**config.mk**
```make
export PLATFORM = sky130hd
export DESIGN_NAME = fragment_reassembler_top
export DESIGN_NICKNAME = d
export VERILOG_FILES = /design/src/design/fra_pkg.sv /design/src/design/fra_cfg.sv /design/src/design/fra_core.sv /design/src/design/fragment_reassembler_top.sv
export SDC_FILE = /design/constraint.sdc
export NUM_CORES = 1
export LEC_CHECK = 0
export BUFFER_PORTS_ARGS = -buffer_cell sky130_fd_sc_hd__buf_2
export CORE_ASPECT_RATIO = 1.5
export CORE_MARGIN = 1.5
export CORE_UTILIZATION = 50
export CTS_BUF_LIST = sky130_fd_sc_hd__clkbuf_4 sky130_fd_sc_hd__clkbuf_8
export DETAILED_ROUTE_END_ITERATION = 7
export PLACE_DENSITY = 0.69
export SLEW_MARGIN = 20
export SYNTH_ARGS = -nofsm -noshare
export SYNTH_HDL_FRONTEND = slang
export SYNTH_SLANG_ARGS = --single-unit
```
**constraint.sdc**
```tcl
create_clock -name i_clk -period 7.1 [get_ports i_clk]
set_clock_uncertainty 0.05 [all_clocks]
set_input_delay 1.42 -clock i_clk [delete_from_list [all_inputs] [get_ports i_clk]]
set_output_delay 1.42 -clock i_clk [all_outputs]
set_load 0.03 [all_outputs]
```
**src/design/fra_pkg.sv**
```systemverilog
package fra_pkg;

    // Field widths and header layout.
    localparam int LEN_W     = 16;
    localparam int BYTE_W    = 8;
    localparam int HDR_BYTES = 4;
    localparam int HC_W      = 3;
    localparam int CNT_W     = LEN_W + 1;
    localparam int SUM_W     = LEN_W + 2;
    localparam int STAT_W    = 3;
    localparam int TDATA_W   = 88;
    localparam int TUSER_W   = 2;
    localparam int CFG_IDX_W = 1;

    localparam logic [CNT_W-1:0] CNT_MAX = {CNT_W{1'b1}};

    // Per-frame header fault codes.
    localparam logic [1:0] FAULT_NONE  = 2'd0;
    localparam logic [1:0] FAULT_ORDER = 2'd1;
    localparam logic [1:0] FAULT_ID    = 2'd2;

    // Status codes reported at frame end.
    localparam logic [STAT_W-1:0] ST_OK     = 3'd0;
    localparam logic [STAT_W-1:0] ST_DONE   = 3'd1;
    localparam logic [STAT_W-1:0] ST_SHORT  = 3'd2;
    localparam logic [STAT_W-1:0] ST_ORDER  = 3'd3;
    localparam logic [STAT_W-1:0] ST_ID     = 3'd4;
    localparam logic [STAT_W-1:0] ST_TOOBIG = 3'd5;

    // Configuration register indexes and reset values.
    localparam logic [CFG_IDX_W-1:0] CFG_CAPACITY  = 1'b0;
    localparam logic [CFG_IDX_W-1:0] CFG_LAST_MASK = 1'b1;
    localparam logic [LEN_W-1:0]     CAP_RESET     = 16'd4096;
    localparam logic [BYTE_W-1:0]    MASK_RESET    = 8'd1;

    typedef struct packed {
        logic [LEN_W-1:0]  capacity;
        logic [BYTE_W-1:0] last_mask;
    } t_cfg;

    typedef struct packed {
        logic              write_valid;
        logic [LEN_W-1:0]  write_addr;
        logic [BYTE_W-1:0] write_data;
        logic              status_valid;
        logic [STAT_W-1:0] status;
        logic [LEN_W-1:0]  message_length;
        logic [BYTE_W-1:0] message_flags;
        logic [BYTE_W-1:0] frag_id;
        logic [BYTE_W-1:0] frag_flags;
        logic [LEN_W-1:0]  frag_index;
    } t_result;

endpackage

```
**src/design/fra_cfg.sv**
```systemverilog
module fra_cfg
    import fra_pkg::*;
(
    input  logic                 i_clk,
    input  logic                 i_rst_n,
    input  logic                 i_wr,
    input  logic [CFG_IDX_W-1:0] i_addr,
    input  logic [LEN_W-1:0]     i_wdata,
    output t_cfg                 o_cfg
);

    t_cfg r_cfg;

    // Register file for capacity and last-fragment mask.
    always_ff @(posedge i_clk) begin
        if (!i_rst_n) begin
            r_cfg.capacity  <= CAP_RESET;
            r_cfg.last_mask <= MASK_RESET;
        end else if (i_wr) begin
            case (i_addr)
                CFG_CAPACITY:  r_cfg.capacity  <= i_wdata;
                CFG_LAST_MASK: r_cfg.last_mask <= i_wdata[BYTE_W-1:0];
                default: ;
            endcase
        end
    end

    assign o_cfg = r_cfg;

endmodule

```
**src/design/fra_core.sv**
```systemverilog
module fra_core
    import fra_pkg::*;
(
    input  logic              i_clk,
    input  logic              i_rst_n,
    input  logic              i_step,
    input  logic [BYTE_W-1:0] i_data_byte,
    input  logic              i_frame_end,
    input  t_cfg              i_cfg,
    output t_result           o_result
);

    // Per-frame state.
    logic [HC_W-1:0]   r_header_count, n_header_count;
    logic [BYTE_W-1:0] r_head_id, n_head_id;
    logic [BYTE_W-1:0] r_head_flags, n_head_flags;
    logic [LEN_W-1:0]  r_head_index, n_head_index;
    logic [1:0]        r_frame_fault, n_frame_fault;
    logic [CNT_W-1:0]  r_payload_count, n_payload_count;

    // Message state.
    logic              r_active, n_active;
    logic [BYTE_W-1:0] r_message_id, n_message_id;
    logic [BYTE_W-1:0] r_stored_flags, n_stored_flags;
    logic [LEN_W-1:0]  r_stored_length, n_stored_length;
    logic [LEN_W-1:0]  r_expected_index, n_expected_index;

    logic              in_header;
    logic              hdr_last;
    logic              is_short;
    logic [CNT_W-1:0]  count_bump;
    logic [SUM_W-1:0]  base;
    logic [SUM_W-1:0]  addr;
    logic [SUM_W-1:0]  total;
    logic [SUM_W-1:0]  cap_ext;
    logic [LEN_W-1:0]  hdr_index;
    logic [1:0]        hdr_fault;
    t_result           res;

    assign in_header  = (r_header_count < HC_W'(HDR_BYTES));
    assign hdr_last   = (r_header_count == HC_W'(HDR_BYTES - 1));
    assign is_short   = in_header && !hdr_last;
    assign count_bump = (r_payload_count != CNT_MAX) ? r_payload_count + 1'b1 : r_payload_count;
    assign base       = r_active ? SUM_W'(r_stored_length) : '0;
    assign addr       = base + SUM_W'(r_payload_count);
    assign total      = base + SUM_W'(in_header ? r_payload_count : count_bump);
    assign cap_ext    = SUM_W'(i_cfg.capacity);

    // The index as completed by the last header byte.
    assign hdr_index  = {i_data_byte, r_head_index[BYTE_W-1:0]};

    // Header check, using the header fields as completed by this byte.
    always_comb begin
        if (!r_active) begin
            hdr_fault = (hdr_index != '0) ? FAULT_ORDER : FAULT_NONE;
        end else if (r_head_id != r_message_id) begin
            hdr_fault = FAULT_ID;
        end else if (hdr_index != r_expected_index) begin
            hdr_fault = FAULT_ORDER;
        end else begin
            hdr_fault = FAULT_NONE;
        end
    end

    // Next state and result for one byte.
    always_comb begin
        n_header_count   = r_header_count;
        n_head_id        = r_head_id;
        n_head_flags     = r_head_flags;
        n_head_index     = r_head_index;
        n_frame_fault    = r_frame_fault;
        n_payload_count  = r_payload_count;
        n_active         = r_active;
        n_message_id     = r_message_id;
        n_stored_flags   = r_stored_flags;
        n_stored_length  = r_stored_length;
        n_expected_index = r_expected_index;
        res              = '0;

        if (in_header) begin
            case (r_header_count)
                HC_W'(0): n_head_id    = i_data_byte;
                HC_W'(1): n_head_flags = i_data_byte;
                HC_W'(2): n_head_index = {{(LEN_W - BYTE_W){1'b0}}, i_data_byte};
                default:  n_head_index = {i_data_byte, r_head_index[BYTE_W-1:0]};
            endcase
            n_header_count = r_header_count + 1'b1;
            if (hdr_last) begin
                n_frame_fault = hdr_fault;
            end
        end else begin
            if (r_frame_fault == FAULT_NONE && addr < cap_ext) begin
                res.write_valid = 1'b1;
                res.write_addr  = addr[LEN_W-1:0];
                res.write_data  = i_data_byte;
            end
            n_payload_count = count_bump;
        end

        if (i_frame_end) begin
            res.status_valid = 1'b1;
            if (is_short) begin
                res.status = ST_SHORT;
            end else begin
                res.frag_id    = n_head_id;
                res.frag_flags = n_head_flags;
                res.frag_index = n_head_index;
                if (n_frame_fault == FAULT_ORDER || n_frame_fault == FAULT_ID
                        || total > cap_ext) begin
                    n_active         = 1'b0;
                    n_message_id     = '0;
                    n_stored_flags   = '0;
                    n_stored_length  = '0;
                    n_expected_index = '0;
                    if (n_frame_fault == FAULT_ORDER) begin
                        res.status = ST_ORDER;
                    end else if (n_frame_fault == FAULT_ID) begin
                        res.status = ST_ID;
                    end else begin
                        res.status = ST_TOOBIG;
                    end
                end else begin
                    if (!r_active) begin
                        n_message_id   = n_head_id;
                        n_stored_flags = n_head_flags;
                    end
                    n_stored_length  = total[LEN_W-1:0];
                    n_expected_index = n_head_index + 1'b1;
                    if ((n_head_flags & i_cfg.last_mask) != '0) begin
                        n_stored_flags = n_head_flags;
                        n_active       = 1'b0;
                        res.status     = ST_DONE;
                    end else begin
                        n_active   = 1'b1;
                        res.status = ST_OK;
                    end
                end
            end
            res.message_length = n_stored_length;
            res.message_flags  = n_stored_flags;

            // Every frame end starts the next frame from scratch.
            n_header_count  = '0;
            n_head_id       = '0;
            n_head_flags    = '0;
            n_head_index    = '0;
            n_frame_fault   = FAULT_NONE;
            n_payload_count = '0;
        end
    end

    // State registers advance once per byte.
    always_ff @(posedge i_clk) begin
        if (!i_rst_n) begin
            r_header_count   <= '0;
            r_head_id        <= '0;
            r_head_flags     <= '0;
            r_head_index     <= '0;
            r_frame_fault    <= FAULT_NONE;
            r_payload_count  <= '0;
            r_active         <= 1'b0;
            r_message_id     <= '0;
            r_stored_flags   <= '0;
            r_stored_length  <= '0;
            r_expected_index <= '0;
        end else if (i_step) begin
            r_header_count   <= n_header_count;
            r_head_id        <= n_head_id;
            r_head_flags     <= n_head_flags;
            r_head_index     <= n_head_index;
            r_frame_fault    <= n_frame_fault;
            r_payload_count  <= n_payload_count;
            r_active         <= n_active;
            r_message_id     <= n_message_id;
            r_stored_flags   <= n_stored_flags;
            r_stored_length  <= n_stored_length;
            r_expected_index <= n_expected_index;
        end
    end

    assign o_result = res;

    // The header counter never runs past the header length.
    a_hc_bound: assert property (@(posedge i_clk) disable iff (!i_rst_n)
        r_header_count <= HC_W'(HDR_BYTES))
        else $error("header count beyond header length");

    // A frame end leaves the per-frame state empty.
    a_frame_clear: assert property (@(posedge i_clk) disable iff (!i_rst_n)
        i_step && i_frame_end |=> r_header_count == '0 && r_payload_count == '0
            && r_frame_fault == FAULT_NONE)
        else $error("frame state not cleared after frame end");

    // A short frame leaves the message untouched.
    a_short_keeps: assert property (@(posedge i_clk) disable iff (!i_rst_n)
        i_step && i_frame_end && is_short |=> $stable(r_active)
            && $stable(r_stored_length) && $stable(r_expected_index))
        else $error("short frame changed message state");

    // Payload writes only happen after the header is complete.
    a_write_payload: assert property (@(posedge i_clk) disable iff (!i_rst_n)
        res.write_valid |-> !in_header && r_frame_fault == FAULT_NONE)
        else $error("buffer write during header or faulted frame");

endmodule

```
**src/design/fragment_reassembler_top.sv**
```systemverilog
// Channel   Direction  Beat contents
// s_axis    in         tdata[7:0] data_byte; tlast frame_end
// m_axis    out        tuser: write_valid, status_valid; tdata: write and status fields
// cfg       in         addr 0 capacity, addr 1 last_flag_mask; wdata[15:0]
//
// One byte is taken per cycle while m_axis does not stall the output register.
// The input register feeds one combinational step of the reassembly state into the
// output register. Reset is synchronous and active low; it loads capacity 4096 and
// mask 1 and clears all frame and message state. A stall on m_axis holds the output
// register and then the input register; s_axis tready falls only when both are full.
module fragment_reassembler_top
    import fra_pkg::*;
(
    input  logic                 i_clk,
    input  logic                 i_rst_n,
    input  logic                 i_s_tvalid,
    output logic                 o_s_tready,
    input  logic [BYTE_W-1:0]    i_s_tdata,   // [7:0] data_byte
    input  logic                 i_s_tlast,   // frame_end
    output logic                 o_m_tvalid,
    input  logic                 i_m_tready,
    // [15:0] write_addr, [23:16] write_data, [26:24] status, [42:27] message_length,
    // [50:43] message_flags, [58:51] frag_id, [66:59] frag_flags, [82:67] frag_index
    output logic [TDATA_W-1:0]   o_m_tdata,
    output logic [TUSER_W-1:0]   o_m_tuser,   // [0] write_valid, [1] status_valid
    input  logic                 i_cfg_valid,
    output logic                 o_cfg_ready,
    input  logic [CFG_IDX_W-1:0] i_cfg_addr,
    input  logic [LEN_W-1:0]     i_cfg_wdata
);

    logic              r_in_valid;
    logic [BYTE_W-1:0] r_in_data;
    logic              r_in_last;
    logic              r_out_valid;
    t_result           r_out;
    logic              advance;
    logic              s_accept;
    t_cfg              cfg;
    t_result           result;

    assign advance    = !r_out_valid || i_m_tready;
    assign o_s_tready = !r_in_valid || advance;
    assign s_accept   = i_s_tvalid && o_s_tready;
    assign o_cfg_ready = 1'b1;

    fra_cfg u_cfg (
        .i_clk   (i_clk),
        .i_rst_n (i_rst_n),
        .i_wr    (i_cfg_valid),
        .i_addr  (i_cfg_addr),
        .i_wdata (i_cfg_wdata),
        .o_cfg   (cfg)
    );

    fra_core u_core (
        .i_clk       (i_clk),
        .i_rst_n     (i_rst_n),
        .i_step      (r_in_valid && advance),
        .i_data_byte (r_in_data),
        .i_frame_end (r_in_last),
        .i_cfg       (cfg),
        .o_result    (result)
    );

    // Stage valid flags.
    always_ff @(posedge i_clk) begin
        if (!i_rst_n) begin
            r_in_valid  <= 1'b0;
            r_out_valid <= 1'b0;
        end else begin
            if (s_accept) begin
                r_in_valid <= 1'b1;
            end else if (advance) begin
                r_in_valid <= 1'b0;
            end
            if (advance) begin
                r_out_valid <= r_in_valid;
            end
        end
    end

    // Input and output payload registers.
    always_ff @(posedge i_clk) begin
        if (s_accept) begin
            r_in_data <= i_s_tdata;
            r_in_last <= i_s_tlast;
        end
        if (advance && r_in_valid) begin
            r_out <= result;
        end
    end

    assign o_m_tvalid = r_out_valid;
    assign o_m_tuser  = {r_out.status_valid, r_out.write_valid};
    assign o_m_tdata  = {5'b0, r_out.frag_index, r_out.frag_flags, r_out.frag_id,
                         r_out.message_flags, r_out.message_length, r_out.status,
                         r_out.write_data, r_out.write_addr};

endmodule
```
==> results.md <==
- Asr flop ratio synth: 0%
- WP data required: 7490 ps
- # nets final: 1,482
- Syn_area_per_cell: 9.404 sq um
- Top achievable clock speed: 149.7 MHz
- Fin area: 0.01355 sq mm
- Resize count post-CTS: 0
- Initial antenna violation count: 0
- PD cells: 200.0 mW/mm^2
- Internal power: 2.035 mW
- Kind of cell adding the most delay to the critical path: simple AND/OR/NAND/NOR gates
- Core Box Area: 0.02366 sq mm
- Cell Area, Placed: 0.01282 sq mm
- Worst-Skew Late Latency: 540 ps
- Psw: 0.6750 mW
- CTS tree: built
- CP max FO: 8
- DRT antenna net count: 0
- Worst path slowest cell: nor4_1
- Detailed Route Iter0 Violations: 920
- Ordered cell list for the critical path: ha_1 > inv_1 > nor4_2 > a21oi_1 > and3_1 > nand3_1 > xnor2_1 > ha_1 > o211ai_1 > nor3_1 > nand2_1 > o31ai_2 > o22ai_1 > xnor2_1 > ha_1 > and4_1 > nand3_1 > nor4_1 > o21bai_1 > o2111ai_4 > or2_0 > o2bb2ai_2
- Largest net degree at the start of global routing: 76
- Area grow syn2layout: 12.40%
- Critical path startpoint category: register
- Detailed Routing Iterations Pass 1: 5
- Hold_buf cts: 0
- Final Hold Viols: 0
- Worst-Margin Slew: 934.2 ps
- WL per Instance: 19.67 um
- Clock Tree Root: clkbuf_8
- Tightest Hold Check Type: register to register
- Min cycle time layout: 6680 ps
- Post-synthesis instance area: 0.01206 sq mm
- Die X: 129.8 um
- GPL Wtd Cong: 0.9328
- Post-CTS setup buffers: 0
- Grt total ovfl: 0
- Clock power frac: 41.5%
- IO Pins: 124
- Clock tree buffer depth: 3
- Sum Neg Setup Slack: 0 ps
- Initial Utilization: 50.96%
- Distinct cells, synth: 74
- RSZ-0062 raised after global routing: no
- Critical Path Sink Type: register
- Num rows: 69
- Clock sink count: 223
- Setup violators final: 0
- Die Area: 0.02507 sq mm
- Sequential Power Share: 51.1%
- Synth Flop Type: dfxtp_1
- Synth Instances: 1,282
- Slew Viols, Final: 0
- Remaining DRCs: 0
- # diodes: 0
- Leak: 5.406 nW
- Routed via count: 10,100
- FF+latch count, synth: 223
- Crit path kind: register to register
- Final Util: 57.28%
- GRT Overall Usage: 27.41%
- Number of I/O port buffers: 117
- Filler cells: 2,181
- Clk slew on worst S/H paths: 70 ps
- Ys Warns: 0
- Number of buffers and inverters on the critical path: 1
- Max_cap viols: 0
- Fin crit share: 94.09%
- HPWL Detailed: 24,450 um
- Critical path's largest stage delay: 550 ps
- Post-synth EDFFs: 94
- Vias in the first global route: 9,949
- Sw Ratio: 24.91%
- Vias per Instance: 5.874
- Rel. slew slack: 37.59%
- CTS Buf Count: 34
- # H-tree levels: 2
- Die Span Y: 193.2 um
- Gate power share: 7.4%
- Most frequent CP cell: ha_1
- CP arrival: 7070 ps
- Layout cells sized above 1: 16.20%
- Final WL: 33,840 um
- Seq/Total Area, Yosys: 44.84%
- Peak supply drop: 0.0001176 V
- First-pass GRT wire length: 52,560 um
- Status: complete, no violations
-- power by group through the flow --
| stage | sequential (mW) | combinational [mW] | clock [mW] |
|---|---|---|---|
| after floorplan | 1.44 | 0.102 | 0 |
| after global placement | 1.41 | 0.197 | 0 |
| after detailed placement | 1.41 | 0.199 | 0 |
| after CTS | 1.38 | 0.200 | 1.15 |
| after global routing | 1.39 | 0.215 | 1.20 |
| final | 1.39 | 0.200 | 1.12 |
-- worst paths after layout --
kind                            slack [ps]                      to  cells after the start                      start
worst max register to register         420  u_core.r_message_id[0]                     22  u_core.r_payload_count[1]
worst max-delay path                   420  u_core.r_message_id[0]                     22  u_core.r_payload_count[1]
worst min-delay path                   410         u_cfg.o_cfg[21]                      2            u_cfg.o_cfg[21]
worst min register to register         410         u_cfg.o_cfg[21]                      2            u_cfg.o_cfg[21]
-- synthesized netlist by cell type, drive strengths merged, types with 3 or more instances --
cell type,instances,area [sq um]
and4,4,35.03
o21bai,6,45.04
or2,4,25.02
xor2,27,236.5
mux2i,17,170.2
o22ai,11,68.82
inv,53,198.9
clkbuf,49,183.9
a21o,8,60.06
o21a,7,53.80
o21ai,58,290.3
nand3,24,120.1
nand2b,8,50.05
and3,6,37.54
or3,12,75.07
xnor2,48,420.4
o31ai,3,27.52
ha,74,925.9
o2bb2ai,16,190.2
a211oi,10,75.07
nand2,100,377.9
dfxtp,129,2582
a2111oi,3,26.28
nor2b,13,81.33
nand4,17,112.6
and2,22,137.6
a31oi,9,56.30
nor3,29,145.1
nor2,155,589.3
a22oi,23,172.7
o211ai,9,67.56
a22o,36,315.3
o211a,10,100.1
a21oi,104,524.3
nor4,17,106.4
buf,33,197.7
edfxtp,94,2823
-- metrics by stage --
| stage | hold slack [ps] | setup slack, ps | cells | power, mW |
|---|---|---|---|---|
| 6_report | 405.2 | 419.6 | 1720 | 2.710 |
| 5_1_grt | 430.8 | 142.9 | 1720 | 2.804 |
| 4_1_cts | 408.2 | 394.0 | 1720 | 2.732 |
| 3_5_place_dp | 399.4 | 478.1 | 1658 | 1.611 |
| 3_3_place_gp | 393.8 | 712.9 | 1658 | 1.609 |
| 2_1_floorplan | 382.2 | 1758 | 1286 | 1.545 |
-- worst register-to-register path, stage by stage (launching register included) --
cell and delay, ps:
dfxtp_1 490, ha_1 310, inv_1 90, nor4_2 410, a21oi_1 250, and3_1 350
nand3_1 160, xnor2_1 80, ha_1 380, o211ai_1 130, nor3_1 190, nand2_1 140
o31ai_2 480, o22ai_1 180, xnor2_1 400, ha_1 210, and4_1 180, nand3_1 200
nor4_1 550, o21bai_1 380, o2111ai_4 210, or2_0 510, o2bb2ai_2 250
-- routing by layer --
layer | wire length (um) | global-route usage (%) | up-vias
met5 | 0 | 0 | -
li1 | - | - | 4808
met1 | 12590 | 29.42 | 4802
met3 | 1592 | 3.808 | 130
met4 | 2283 | 17.74 | 0
met2 | 17380 | 49.86 | 363
-- registers in the layout, indices dropped and copies added (netlist names), 16 cells and up --
name / flops
u_cfg.o_cfg: 24
u_core.r_expected_index: 16
o_m_tdata: 83
u_core.r_stored_length: 16
u_core.r_head_index: 16
u_core.r_payload_count: 17
-- placed cells by master (no fill, tap or decap), drive strengths merged, types with 10 or more instances in the layout --
master / count
o22ai: 11
inv: 54
a21oi: 104
edfxtp: 94
mux2i: 17
xnor2: 48
nor3: 29
clkbuf: 56
buf: 135
a22o: 36
or3: 12
ha: 74
o211a: 10
nor2: 155
xor2: 27
nand2: 100
nor2b: 13
nand4: 17
dfxtp: 129
nor4: 17
o21ai: 58
and2: 22
nand3: 24
a22oi: 23
a211oi: 10
o2bb2ai: 16
-- logic make-up after synthesis --
logic type               synth area share (%)
adder cells (fa/ha/maj)                 8.012
XOR/XNOR                                5.449
AND/OR/NAND/NOR                         16.37
buffers and inverters                   4.816
other                                 0.06230
multiplexers                            1.411
AO/OA/AOI/OAI                           19.05
flip-flops                              44.84
-- layout make-up --
type	count	area, sq um	share of cell area [%]
Multi-Input combinational cell	928	6111	45.10
Sequential cell	223	5405	39.89
Timing Repair Buffer	135	720.7	5.319
Clock buffer	56	651.9	4.811
Tap cell	319	399.1	2.946
Inverter	53	201.4	1.487
Clock inverter	6	61.31	0.4524
Power figures use the tool's default switching activity.
